--- config.mk ---
export PLATFORM = sky130hd
export DESIGN_NAME = midpoint_circle_rasterizer
export DESIGN_NICKNAME = d
export VERILOG_FILES = /design/src/design/mcr_pkg.sv /design/src/design/mcr_front.sv /design/src/design/mcr_fifo.sv /design/src/design/mcr_emit.sv /design/src/design/midpoint_circle_rasterizer.sv
export SDC_FILE = /design/constraint.sdc
export NUM_CORES = 1
export LEC_CHECK = 0
export ABC_AREA = 0
export BUFFER_PORTS_ARGS = -buffer_cell sky130_fd_sc_hd__buf_2
export CAP_MARGIN = 20
export CORE_MARGIN = 2
export CORE_UTILIZATION = 56
export DETAILED_ROUTE_END_ITERATION = 10
export GPL_TIMING_DRIVEN = 0
export PLACE_DENSITY_LB_ADDON = 0.08
export SYNTH_ARGS = -nofsm -noshare
export SYNTH_HDL_FRONTEND = slang
export SYNTH_SLANG_ARGS = --single-unit
export TNS_END_PERCENT = 50
--- constraint.sdc ---
create_clock -name clk -period 4.6 [get_ports clk]
set_input_delay 0.92 -clock clk [delete_from_list [all_inputs] [get_ports clk]]
set_output_delay 0.92 -clock clk [all_outputs]
set_load 0.005 [all_outputs]
--- src/design/mcr_pkg.sv ---
// Shared types and constants for the midpoint circle rasterizer.
// Used by the front end, the job queue, the pixel emitter and the top level.
package mcr_pkg;

	localparam int RADIUS_BITS = 9;
	localparam int COLOR_BITS  = 4;
	localparam int CENTER_BITS = 10;
	localparam int COORD_BITS  = 12;

	// Offsets run down to -1 on the final iteration, so one extra bit for the sign.
	localparam int OFF_BITS = RADIUS_BITS + 1;
	// The decision term and its deltas stay within about four times the radius.
	localparam int DEC_BITS = RADIUS_BITS + 4;
	localparam int EXT_BITS = (OFF_BITS > COORD_BITS) ? OFF_BITS : COORD_BITS;

	localparam int FIFO_DEPTH    = 2;
	localparam int FIFO_PTR_BITS = (FIFO_DEPTH > 1) ? $clog2(FIFO_DEPTH) : 1;
	localparam int FIFO_CNT_BITS = $clog2(FIFO_DEPTH + 1);

	localparam int PIX_PER_STEP = 8;
	localparam int PIX_IDX_BITS = $clog2(PIX_PER_STEP);

	typedef enum logic {
		REQ_START = 1'b0,
		REQ_STEP  = 1'b1
	} req_type_t;

	// One iteration's worth of work for the emitter.
	typedef struct packed {
		logic [CENTER_BITS-1:0]     cx;
		logic [CENTER_BITS-1:0]     cy;
		logic signed [OFF_BITS-1:0] x;
		logic signed [OFF_BITS-1:0] y;
		logic [COLOR_BITS-1:0]      color;
		logic                       done;
	} job_t;

endpackage

--- src/design/mcr_front.sv ---
// Front end: accepts start and step items, runs the midpoint decision update
// and pushes one job per active step. Depends on mcr_pkg.
module mcr_front (
	input  logic                          clk,
	input  logic                          arst_n,
	input  logic                          in_valid,
	output logic                          in_ready,
	input  logic                          req_type,
	input  logic [mcr_pkg::CENTER_BITS-1:0] center_x,
	input  logic [mcr_pkg::CENTER_BITS-1:0] center_y,
	input  logic [mcr_pkg::RADIUS_BITS-1:0] radius,
	input  logic [mcr_pkg::COLOR_BITS-1:0]  pen_color,
	input  logic                          q_full,
	output logic                          push,
	output mcr_pkg::job_t                 push_job
);
	import mcr_pkg::*;

	logic                       busy_q;
	logic signed [OFF_BITS-1:0] off_x_q, off_y_q;
	logic signed [DEC_BITS-1:0] dec_q, de_q, dne_q;
	logic [CENTER_BITS-1:0]     cx_q, cy_q;
	logic [COLOR_BITS-1:0]      color_q;

	logic                       acc, is_start, is_step;
	logic signed [OFF_BITS-1:0] x_n, y_n;
	logic signed [DEC_BITS-1:0] dec_n, de_n, dne_n, r_dec;
	logic                       done_n;

	assign in_ready = !q_full;
	assign acc      = in_valid && in_ready;
	assign is_start = acc && (req_type_t'(req_type) == REQ_START);
	assign is_step  = acc && (req_type_t'(req_type) == REQ_STEP);
	assign push     = is_step && busy_q;
	assign r_dec    = DEC_BITS'(radius);

	always_comb begin
		x_n  = off_x_q + OFF_BITS'(1);
		de_n = de_q + DEC_BITS'(2);
		if (dec_q < 0) begin
			dec_n = dec_q + de_q;
			dne_n = dne_q + DEC_BITS'(2);
			y_n   = off_y_q;
		end else begin
			dec_n = dec_q + dne_q;
			dne_n = dne_q + DEC_BITS'(4);
			y_n   = off_y_q - OFF_BITS'(1);
		end
		done_n = y_n < x_n;
	end

	always_comb begin
		push_job.cx    = cx_q;
		push_job.cy    = cy_q;
		push_job.x     = off_x_q;
		push_job.y     = off_y_q;
		push_job.color = color_q;
		push_job.done  = done_n;
	end

	always_ff @(posedge clk or negedge arst_n) begin
		if (!arst_n) begin
			busy_q <= 1'b0;
		end else if (is_start) begin
			busy_q <= 1'b1;
		end else if (push && done_n) begin
			busy_q <= 1'b0;
		end
	end

	always_ff @(posedge clk) begin
		if (is_start) begin
			off_x_q <= '0;
			off_y_q <= OFF_BITS'(radius);
			dec_q   <= DEC_BITS'(1) - r_dec;
			de_q    <= DEC_BITS'(3);
			dne_q   <= DEC_BITS'(5) - (r_dec <<< 1);
			cx_q    <= center_x;
			cy_q    <= center_y;
			color_q <= pen_color;
		end else if (push) begin
			off_x_q <= x_n;
			off_y_q <= y_n;
			dec_q   <= dec_n;
			de_q    <= de_n;
			dne_q   <= dne_n;
		end
	end

	a_push_only_busy: assert property (@(posedge clk) disable iff (!arst_n)
		push |-> busy_q && in_valid && !q_full)
		else $error("job pushed while idle or stalled");
	a_start_sets_busy: assert property (@(posedge clk) disable iff (!arst_n)
		is_start |=> busy_q)
		else $error("start did not set busy");
	a_busy_fall: assert property (@(posedge clk) disable iff (!arst_n)
		$fell(busy_q) |-> $past(push && done_n))
		else $error("busy cleared without a final iteration");

endmodule

--- src/design/mcr_fifo.sv ---
// Short job queue between the front end and the pixel emitter.
// Depends on mcr_pkg for the job type and depth.
module mcr_fifo (
	input  logic          clk,
	input  logic          arst_n,
	input  logic          push,
	input  mcr_pkg::job_t push_job,
	output logic          full,
	input  logic          pop,
	output logic          head_valid,
	output mcr_pkg::job_t head_job
);
	import mcr_pkg::*;

	job_t                     mem_q [FIFO_DEPTH];
	logic [FIFO_PTR_BITS-1:0] wr_ptr_q, rd_ptr_q;
	logic [FIFO_CNT_BITS-1:0] count_q;

	assign full       = count_q == FIFO_CNT_BITS'(FIFO_DEPTH);
	assign head_valid = count_q != '0;
	assign head_job   = mem_q[rd_ptr_q];

	always_ff @(posedge clk or negedge arst_n) begin
		if (!arst_n) begin
			wr_ptr_q <= '0;
			rd_ptr_q <= '0;
			count_q  <= '0;
		end else begin
			if (push) begin
				wr_ptr_q <= (wr_ptr_q == FIFO_PTR_BITS'(FIFO_DEPTH - 1)) ? '0
					: wr_ptr_q + FIFO_PTR_BITS'(1);
			end
			if (pop) begin
				rd_ptr_q <= (rd_ptr_q == FIFO_PTR_BITS'(FIFO_DEPTH - 1)) ? '0
					: rd_ptr_q + FIFO_PTR_BITS'(1);
			end
			if (push && !pop) begin
				count_q <= count_q + FIFO_CNT_BITS'(1);
			end else if (pop && !push) begin
				count_q <= count_q - FIFO_CNT_BITS'(1);
			end
		end
	end

	always_ff @(posedge clk) begin
		if (push) begin
			mem_q[wr_ptr_q] <= push_job;
		end
	end

	a_no_overflow: assert property (@(posedge clk) disable iff (!arst_n)
		push |-> !full || pop)
		else $error("push into a full queue");
	a_no_underflow: assert property (@(posedge clk) disable iff (!arst_n)
		pop |-> head_valid)
		else $error("pop from an empty queue");
	a_count_bound: assert property (@(posedge clk) disable iff (!arst_n)
		count_q <= FIFO_CNT_BITS'(FIFO_DEPTH))
		else $error("queue count beyond depth");

endmodule

--- src/design/mcr_emit.sv ---
// Pixel emitter: expands one job into the eight symmetric writes, one per beat,
// through a registered output stage. Depends on mcr_pkg.
module mcr_emit (
	input  logic                                clk,
	input  logic                                arst_n,
	input  logic                                head_valid,
	input  mcr_pkg::job_t                       head_job,
	output logic                                pop,
	output logic                                out_valid,
	input  logic                                out_ready,
	output logic signed [mcr_pkg::COORD_BITS-1:0] pixel_x,
	output logic signed [mcr_pkg::COORD_BITS-1:0] pixel_y,
	output logic [mcr_pkg::COLOR_BITS-1:0]      pixel_color,
	output logic                                last_pixel
);
	import mcr_pkg::*;

	job_t                       job_q;
	logic                       active_q;
	logic [PIX_IDX_BITS-1:0]    idx_q;
	logic                       out_valid_q, last_q;
	logic signed [COORD_BITS-1:0] px_q, py_q;
	logic [COLOR_BITS-1:0]      color_q;

	logic                       adv, end_job;
	logic signed [EXT_BITS-1:0]   x_ext, y_ext;
	logic signed [COORD_BITS-1:0] xo, yo, dx, dy, px_n, py_n;

	assign adv     = active_q && (!out_valid_q || out_ready);
	assign end_job = adv && (idx_q == PIX_IDX_BITS'(PIX_PER_STEP - 1));
	assign pop     = head_valid && (!active_q || end_job);

	assign x_ext = EXT_BITS'(job_q.x);
	assign y_ext = EXT_BITS'(job_q.y);
	assign xo    = COORD_BITS'(x_ext);
	assign yo    = COORD_BITS'(y_ext);

	// Octant order: (x,y) (y,x) (y,-x) (x,-y) (-x,-y) (-y,-x) (-y,x) (-x,y).
	always_comb begin
		case (idx_q)
			3'd0: begin dx = xo;  dy = yo;  end
			3'd1: begin dx = yo;  dy = xo;  end
			3'd2: begin dx = yo;  dy = -xo; end
			3'd3: begin dx = xo;  dy = -yo; end
			3'd4: begin dx = -xo; dy = -yo; end
			3'd5: begin dx = -yo; dy = -xo; end
			3'd6: begin dx = -yo; dy = xo;  end
			3'd7: begin dx = -xo; dy = yo;  end
			default: begin dx = xo; dy = yo; end
		endcase
		px_n = COORD_BITS'(job_q.cx) + dx;
		py_n = COORD_BITS'(job_q.cy) + dy;
	end

	always_ff @(posedge clk or negedge arst_n) begin
		if (!arst_n) begin
			active_q    <= 1'b0;
			idx_q       <= '0;
			out_valid_q <= 1'b0;
		end else begin
			if (pop) begin
				active_q <= 1'b1;
				idx_q    <= '0;
			end else if (end_job) begin
				active_q <= 1'b0;
				idx_q    <= '0;
			end else if (adv) begin
				idx_q <= idx_q + PIX_IDX_BITS'(1);
			end
			if (adv) begin
				out_valid_q <= 1'b1;
			end else if (out_ready) begin
				out_valid_q <= 1'b0;
			end
		end
	end

	always_ff @(posedge clk) begin
		if (pop) begin
			job_q <= head_job;
		end
		if (adv) begin
			px_q    <= px_n;
			py_q    <= py_n;
			color_q <= job_q.color;
			last_q  <= end_job && job_q.done;
		end
	end

	assign out_valid   = out_valid_q;
	assign pixel_x     = px_q;
	assign pixel_y     = py_q;
	assign pixel_color = color_q;
	assign last_pixel  = last_q;

	a_idx_active: assert property (@(posedge clk) disable iff (!arst_n)
		idx_q != '0 |-> active_q)
		else $error("pixel index moved without a job");
	a_last_at_end: assert property (@(posedge clk) disable iff (!arst_n)
		adv && idx_q != PIX_IDX_BITS'(PIX_PER_STEP - 1) |=> !last_q)
		else $error("last flag set before the eighth write");

endmodule

--- src/design/midpoint_circle_rasterizer.sv ---
// Midpoint circle rasterizer, top level. A step item goes through the job queue,
// the emitter's job register and its output register; a start item gives no output.
// Each active step gives eight writes on the single output port; the two-entry
// job queue lets up to two further steps be taken while one emits.
// Reset (arst_n low) drops any circle in progress and empties the queue.
module midpoint_circle_rasterizer (
	input  logic                                clk,
	input  logic                                arst_n,
	input  logic                                in_valid,
	output logic                                in_ready,
	input  logic                                req_type,
	input  logic [mcr_pkg::CENTER_BITS-1:0]     center_x,
	input  logic [mcr_pkg::CENTER_BITS-1:0]     center_y,
	input  logic [mcr_pkg::RADIUS_BITS-1:0]     radius,
	input  logic [mcr_pkg::COLOR_BITS-1:0]      pen_color,
	output logic                                out_valid,
	input  logic                                out_ready,
	output logic signed [mcr_pkg::COORD_BITS-1:0] pixel_x,
	output logic signed [mcr_pkg::COORD_BITS-1:0] pixel_y,
	output logic [mcr_pkg::COLOR_BITS-1:0]      pixel_color,
	output logic                                last_pixel
);
	import mcr_pkg::*;

	logic q_full, push, pop, head_valid;
	job_t push_job, head_job;

	mcr_front u_front (
		.clk      (clk),
		.arst_n   (arst_n),
		.in_valid (in_valid),
		.in_ready (in_ready),
		.req_type (req_type),
		.center_x (center_x),
		.center_y (center_y),
		.radius   (radius),
		.pen_color(pen_color),
		.q_full   (q_full),
		.push     (push),
		.push_job (push_job)
	);

	mcr_fifo u_fifo (
		.clk       (clk),
		.arst_n    (arst_n),
		.push      (push),
		.push_job  (push_job),
		.full      (q_full),
		.pop       (pop),
		.head_valid(head_valid),
		.head_job  (head_job)
	);

	mcr_emit u_emit (
		.clk        (clk),
		.arst_n     (arst_n),
		.head_valid (head_valid),
		.head_job   (head_job),
		.pop        (pop),
		.out_valid  (out_valid),
		.out_ready  (out_ready),
		.pixel_x    (pixel_x),
		.pixel_y    (pixel_y),
		.pixel_color(pixel_color),
		.last_pixel (last_pixel)
	);

endmodule

==> flow_summary.yaml, run 1 <==
layout:
  fillers: 1647
  mostFrequentLayoutCell: "edfxtp_1"
  multi_input_area_mm2: 0.004943
  layout.cells.non_filler: 1438
  fin_area_mm2: 0.01425
  register_area_mm2: 0.007377
  nNetsFinal: 1235
  synthToLayoutAreaGrowth_pct: 13.02
  drive_gt1_share_pct: 17.36
  final_cell_mix: "edfxtp_1 (222), nor2_1 (96), nand2_1 (75), buf_2 (75), o21ai_0 (70)"
  antenna_cells: 0
sta:
  fin_crit_sh_pct: 89.96
  setup_ws_ns: 0.4617
  tightest_slew_ns: 1.036
  setup_violations: 0
  hold_viol: 0
  skew_ns: 0.007046
  maxSlewHeadroom_pct: 30.93
  fmax_mhz: 241.6
  period_needed_ns: 4.138
  rsz0062_at_grt: "false"
  maxSlewViolCount: 0
synthesis:
  synth.net_count: 1137
  yosys-top-cells-area: "edfxtp_1 (53%), ha_1 (5.7%), mux2_2 (5.3%), dfxtp_1 (3.7%), xnor2_1 (2.9%)"
  ys_seq_elements: 255
  async_flop_share_pct: 3.922
  yosys.area.top_type: "edfxtp_1"
  synth-edff-count: 222
  syn_inst: 1039
  synthFlopType: "edfxtp_1"
  avgSynthCellArea_um2: 12.14
  syn_area_mm2: 0.01261
  yosysTopAreaCellShare_pct: 52.87
  ys_seq_area_share_pct: 58.51
  yosysUniqueCellTypes: 68
  yosys_warnings: 0
floorplan:
  initial_utilization_pct: 57.42
  die_x_um: 154.1
  core_area_mm2: 0.02196
  die_h_um: 154.1
  io_pins: 69
  dieArea_mm2: 0.02373
  rows: 54
drt:
  drt_iter0_markers: 551
  viasPerCell: 5.759
  firstDrtPassIters: 5
  met3_length_mm: 1.434
  wl_met2_mm: 13.36
  top_layer: "met4"
  num_vias: 8282
  wl_met1_mm: 11.57
  wl_mm: 27.37
  drc_errors: 0
  antenna_left: 0
  post_drt_wl_per_cell_um: 19.03
setup_path:
  crit_path_cell_trace: "buf_2 > inv_1 > ha_1 > or3_1 > nand2b_1 > buf_2 > nand2_1 > a21boi_1 > ha_1 > a211oi_1 > nor2_1 > o21ai_0 > o21ai_0 > o21ai_0 > mux2i_1"
  path_buf_inv: 3
  critPathCaptureType: "flop"
  worstSetupPathType: "reg -> reg"
  r2r-start: "u_emit.idx_q[2]"
  reg2reg_to: "u_emit.pixel_x[11]"
  path_delay_family: "compound AO/OA/AOI/OAI gates"
  cp_common_cell: "o21ai_0"
  crit_fanout: 10
  cp.required_ns: 4.98
  cp-start-kind: "flop"
  r2r_slack_ns: 0.46
  slowest_delay_ns: 0.50
  cp.arrival_ns: 4.52
  rr_worst_depth: 15
  crit_slowest_cell: "or3_1"
clock_tree:
  cts-buffers-inserted: 27
  cts_tree: "done"
  clk_latency_ns: 0.53
  htreeDepth: 1
  cts_setup_buffers: 0
  cts_resized: 0
  cts_sinks: 255
  clk_pin_slew_ns: 0.06
  clockBufferDepth: 3
  cts-root-buf: "clkbuf_16"
  holdBufCountCts: 0
global_route:
  first_global_vias: 8134
  grt_max_degree: 37
  grt-ovfl-total: 0
  track_usage_pct: 23.55
  grt_pass1_wl_mm: 43.46
  antenna_found_initial: 0
placed_design:
  dp.cells: 1388
  place_hpwl_mm: 19.63
  placed_area_mm2: 0.01341
  routabilityCongestion: 0.8873
  portBuffers: 64
  place_ws_ns: 0.5418
power:
  peakVddDrop_v: 0.0003361
  power.density_mw_per_mm2: 684.9
  p_total_mw: 9.760
  p_leak_nw: 5.277
min_path:
  hold_class: "in -> async"
flow_run:
  max_cap_violations: 0
status:
  status: "complete, no violations"
==> cells in the mapped netlist (13+ instances only) <==
library cell / n
nor3_1: 26
nor2_1: 97
inv_1: 40
nand2b_1: 13
xnor2_1: 42
nand3_1: 21
o21ai_0: 70
ha_1: 57
a21oi_1: 53
dfxtp_1: 23
mux2_2: 59
edfxtp_1: 222
xor2_1: 37
nand2_1: 75
clkbuf_1: 18
==> routing by layer <==
metal	vias to the layer above	GRT usage [%]
li1	4040	-
met1	3932	30.81
met2	245	40.06
met3	65	3.495
met4	0	8.856
met5	-	0
==> area by class of cell <==
| class | instances | share of cell area, % |
|---|---|---|
| Buffer | 34 | 1.080 |
| Clock buffer | 34 | 4.996 |
| Clock inverter | 16 | 0.8693 |
| Timing Repair Buffer | 69 | 3.056 |
| Tap cell | 280 | 2.459 |
| Multi-Input combinational cell | 709 | 34.69 |
| Sequential cell | 255 | 51.77 |
| Inverter | 41 | 1.080 |
==> worst max path at each step <==
stage                    start            endpoint  slack, ns  cells past startpoint
3_5_place_dp   u_emit.idx_q[2]  u_emit.pixel_x[11]       0.54                     15
6_report       u_emit.idx_q[2]  u_emit.pixel_x[11]       0.46                     15
3_3_place_gp         out_ready   u_fifo.count_q[1]      -0.95                     11
5_1_grt        u_emit.idx_q[2]  u_emit.pixel_x[11]       0.15                     15
4_1_cts        u_emit.idx_q[2]  u_emit.pixel_x[11]       0.51                     15
2_1_floorplan        out_ready   u_fifo.count_q[1]       0.40                     10
==> where the power goes <==
| group | total (mW) | switching, mW | internal, mW |
|---|---|---|---|
| combinational | 4.22 | 2.45 | 1.76 |
| sequential | 3.52 | 0.252 | 3.26 |
| clock | 2.03 | 0.870 | 1.16 |
| total | 9.76 | 3.57 | 6.19 |
==> state kept, by name (all words and copies together) (netlist names) <==
signal	flops
u_front.cx_q	10
u_emit.pixel_y	12
u_front.cy_q	10
u_emit.last_pixel	1
u_front.color_q	4
u_emit.pixel_x	12
u_front.off_x_q	10
u_emit.active_q	1
u_emit.out_valid	1
u_emit.pixel_color	4
u_front.busy_q	1
u_front.dec_q	13
u_emit.idx_q	3
u_fifo.count_q	2
u_fifo.rd_ptr_q	1
u_front.dne_q	12
u_front.de_q	12
u_front.off_y_q	10
u_fifo.wr_ptr_q	1
u_fifo.mem_q	90
u_emit.job_q	45
==> worst reg2reg max path, cell delays in order, from the launching register on <==
cell	delay [ns]
dfrtp_1	0.42
buf_2	0.26
inv_1	0.07
ha_1	0.22
or3_1	0.50
nand2b_1	0.19
buf_2	0.21
nand2_1	0.07
a21boi_1	0.24
ha_1	0.29
a211oi_1	0.28
nor2_1	0.15
o21ai_0	0.42
o21ai_0	0.22
o21ai_0	0.23
mux2i_1	0.22
==> metrics by stage <==
| stage | hold WS, ns | utilization [%] | setup TNS, ns |
|---|---|---|---|
| final | 0.2627 | 64.89 | 0 |
| after global routing | 0.2646 | 64.89 | 0 |
| after CTS | 0.2574 | 64.89 | 0 |
| after detailed placement | 0.4135 | 61.09 | 0 |
| after global placement | 0.4050 | 60.49 | -61.26 |
| after floorplan | 0.4003 | - | 0 |
==> kinds of logic (layout without fill, tap and decap cells) <==
logic type                 after synthesis  count (layout)  share of synthesized area (%)
and+or+nand+nor                        303             303                          11.80
muxes                                   65              65                          5.746
xor gates and xnor gates                80              80                          5.617
buffers and inverters                   75             194                          2.441
AOI/OAI and AO/OA                      201             201                          9.755
DFF                                    255             255                          58.51
adders and majority gates               60              60                          6.133
No activity file was read; power rests on OpenSTA's default activity.
==> inputs of run 2 (changes only) <==
--- a/config.mk
+++ b/config.mk
@@ -8,8 +8,10 @@
 export ABC_AREA = 0
 export BUFFER_PORTS_ARGS = -buffer_cell sky130_fd_sc_hd__buf_2
 export CAP_MARGIN = 20
+export CELL_PAD_IN_SITES_DETAIL_PLACEMENT = 1
+export CELL_PAD_IN_SITES_GLOBAL_PLACEMENT = 2
 export CORE_MARGIN = 2
-export CORE_UTILIZATION = 56
+export CORE_UTILIZATION = 43
 export DETAILED_ROUTE_END_ITERATION = 10
 export GPL_TIMING_DRIVEN = 0
 export PLACE_DENSITY_LB_ADDON = 0.08
==> constraint.sdc (replaced) <==
create_clock -name clk -period 4.2 [get_ports clk]
set_input_delay 0.84 -clock clk [delete_from_list [all_inputs] [get_ports clk]]
set_output_delay 0.84 -clock clk [all_outputs]
set_load 0.005 [all_outputs]
==> run 2 against run 1 <==
Compared with the run above: cell count is 7.4% higher; routed wire length is 15% higher; via count hardly changed; clock skew is 0.0098 ns higher; non-clock buffer count is 1 lower; critical path depth is 2 lower.
==> flow_summary.yaml, run 2 (synthesis gave the netlist of run 1 again) <==
layout:
  antenna_cells: 0
  nNetsFinal: 1236
  largest_register_ffs: 90
  drive_gt1_share_pct: 18.00
  fin_area_mm2: 0.01451
  reg.largest.list: "u_fifo.mem_q (90), u_emit.job_q (45), u_front.dec_q (13)"
  mostFrequentLayoutCell: "edfxtp_1"
  fin_util_pct: 50.42
  final_cell_mix: "edfxtp_1 (222), nor2_1 (96), nand2_1 (75), buf_2 (75), o21ai_0 (70)"
  synthToLayoutAreaGrowth_pct: 15.08
  top_register: "u_fifo.mem_q"
sta:
  setup_violations: 0
  setup_ws_ns: 0.06496
  maxSlewHeadroom_pct: 25.82
  hold_viol: 0
  fmax_mhz: 241.8
  period_needed_ns: 4.135
  fin_crit_sh_pct: 98.45
  maxSlewViolCount: 0
  skew_ns: 0.01681
  tightest_slew_ns: 1.099
  rsz0062_at_grt: "true"
min_path:
  hold_class: "in -> async"
global_route:
  grt-ovfl-total: 0
  grt_max_degree: 37
  first_global_vias: 8829
  grt_pass1_wl_mm: 50.02
  antenna_found_initial: 0
  track_usage_pct: 21.18
clock_tree:
  cts-root-buf: "clkbuf_16"
  cts_sinks: 255
  holdBufCountCts: 0
  clockBufferDepth: 3
  clk_latency_ns: 0.56
  cts-buffers-inserted: 29
  clk_pin_slew_ns: 0.06
  cts_setup_buffers: 0
  cts_tree: "done"
  htreeDepth: 1
setup_path:
  cp-start-kind: "flop"
  cp_common_cell: "o21ai_0"
  slowest_delay_ns: 0.50
  cp.required_ns: 4.50
  cp.arrival_ns: 4.44
  critPathCaptureType: "flop"
  path_buf_inv: 2
  worstSetupPathType: "reg -> reg"
  path_delay_family: "compound AO/OA/AOI/OAI gates"
  crit_fanout: 10
  crit_path_cell_trace: "buf_2 > inv_1 > ha_1 > or3_1 > nor2_1 > a21boi_1 > ha_1 > a211oi_1 > nor2_1 > o21ai_0 > o21ai_0 > o21ai_0 > mux2i_1"
  crit_slowest_cell: "nor2_1"
drt:
  viasPerCell: 5.355
  antenna_left: 0
  num_vias: 8274
  firstDrtPassIters: 4
  wl_mm: 31.42
  drc_errors: 0
  post_drt_wl_per_cell_um: 20.33
  drt_iter0_markers: 379
status:
  status: "complete, no violations"
placed_design:
  placed_area_mm2: 0.01355
  place_hpwl_mm: 23.53
  place_ws_ns: -0.01481
  routabilityCongestion: 0.8129
  portBuffers: 64
floorplan:
  rows: 62
  die_x_um: 175.2
  die_h_um: 175.2
  io_pins: 69
  core_area_mm2: 0.02878
  initial_utilization_pct: 43.81
  dieArea_mm2: 0.03071
power:
  peakVddDrop_v: 0.0003733
  p_leak_nw: 5.336
  power.density_mw_per_mm2: 765.0
flow_run:
  max_cap_violations: 0
## run 2: cell count changes in the layout (fill, tap and decap cells not counted), sizes merged
cell / previous run / this run
clkbuf: 53 / 54
clkinv: 11 / 12
bufinv: 1 / 3
clkinvlp: 3 / 2
## run 2: stage by stage
step           total power, mW  hold WS (ns)  cells  TNS [ns]
3_3_place_gp             8.534        0.4049   1487    -98.50
4_1_cts                  11.22        0.1348   1546         0
2_1_floorplan            7.180        0.4003   1039         0
6_report                 11.10        0.1491   1545         0
5_1_grt                  11.89        0.1498   1545   -0.1970
3_5_place_dp             8.676        0.4089   1492  -0.01481
## run 2: report_power, final
group          internal, mW  switching, mW
Combinational          1.94           2.80
Clock                  1.48           1.03
Sequential             3.58          0.274
Total                  7.00           4.10
## run 2: path summary, 6_finish.rpt
check,start,end,slack [ns],cells past startpoint
max,u_emit.idx_q[2],u_emit.pixel_x[11],0.06,13
min,arst_n,u_emit.idx_q[2],0.15,1
max reg2reg,u_emit.idx_q[2],u_emit.pixel_x[11],0.06,13
min reg2reg,u_emit.job_q[2],u_emit.pixel_color[1],0.42,0
max in group asynchronous,arst_n,u_fifo.rd_ptr_q,3.84,1
min in group clk,u_emit.job_q[2],u_emit.pixel_color[1],0.42,0
## run 2: repair_timing
item,CTS,global route
endpoints found under the setup margin,1,7
cloned,0,0
resized for setup,1,4
## run 2: area by class of cell
cell class / count / area, um2
plain buffers: 33 / 151.4
repair buffers: 69 / 442.9
fillers: 3024 / 14270
well taps: 384 / 480.5
clock inverters: 18 / 183.9
multi-input cells: 709 / 4959
clock buffers: 36 / 762.0
flip-flops and latches: 255 / 7377
inverters: 41 / 153.9
## run 2: routing by layer
layer / vias to the layer above / GRT usage [%] / wire, um
met5: - / 0 / 0
met4: 0 / 6.528 / 763
met3: 40 / 2.742 / 1124
met2: 134 / 39.24 / 16620
met1: 4059 / 25.47 / 12910
li1: 4041 / - / -
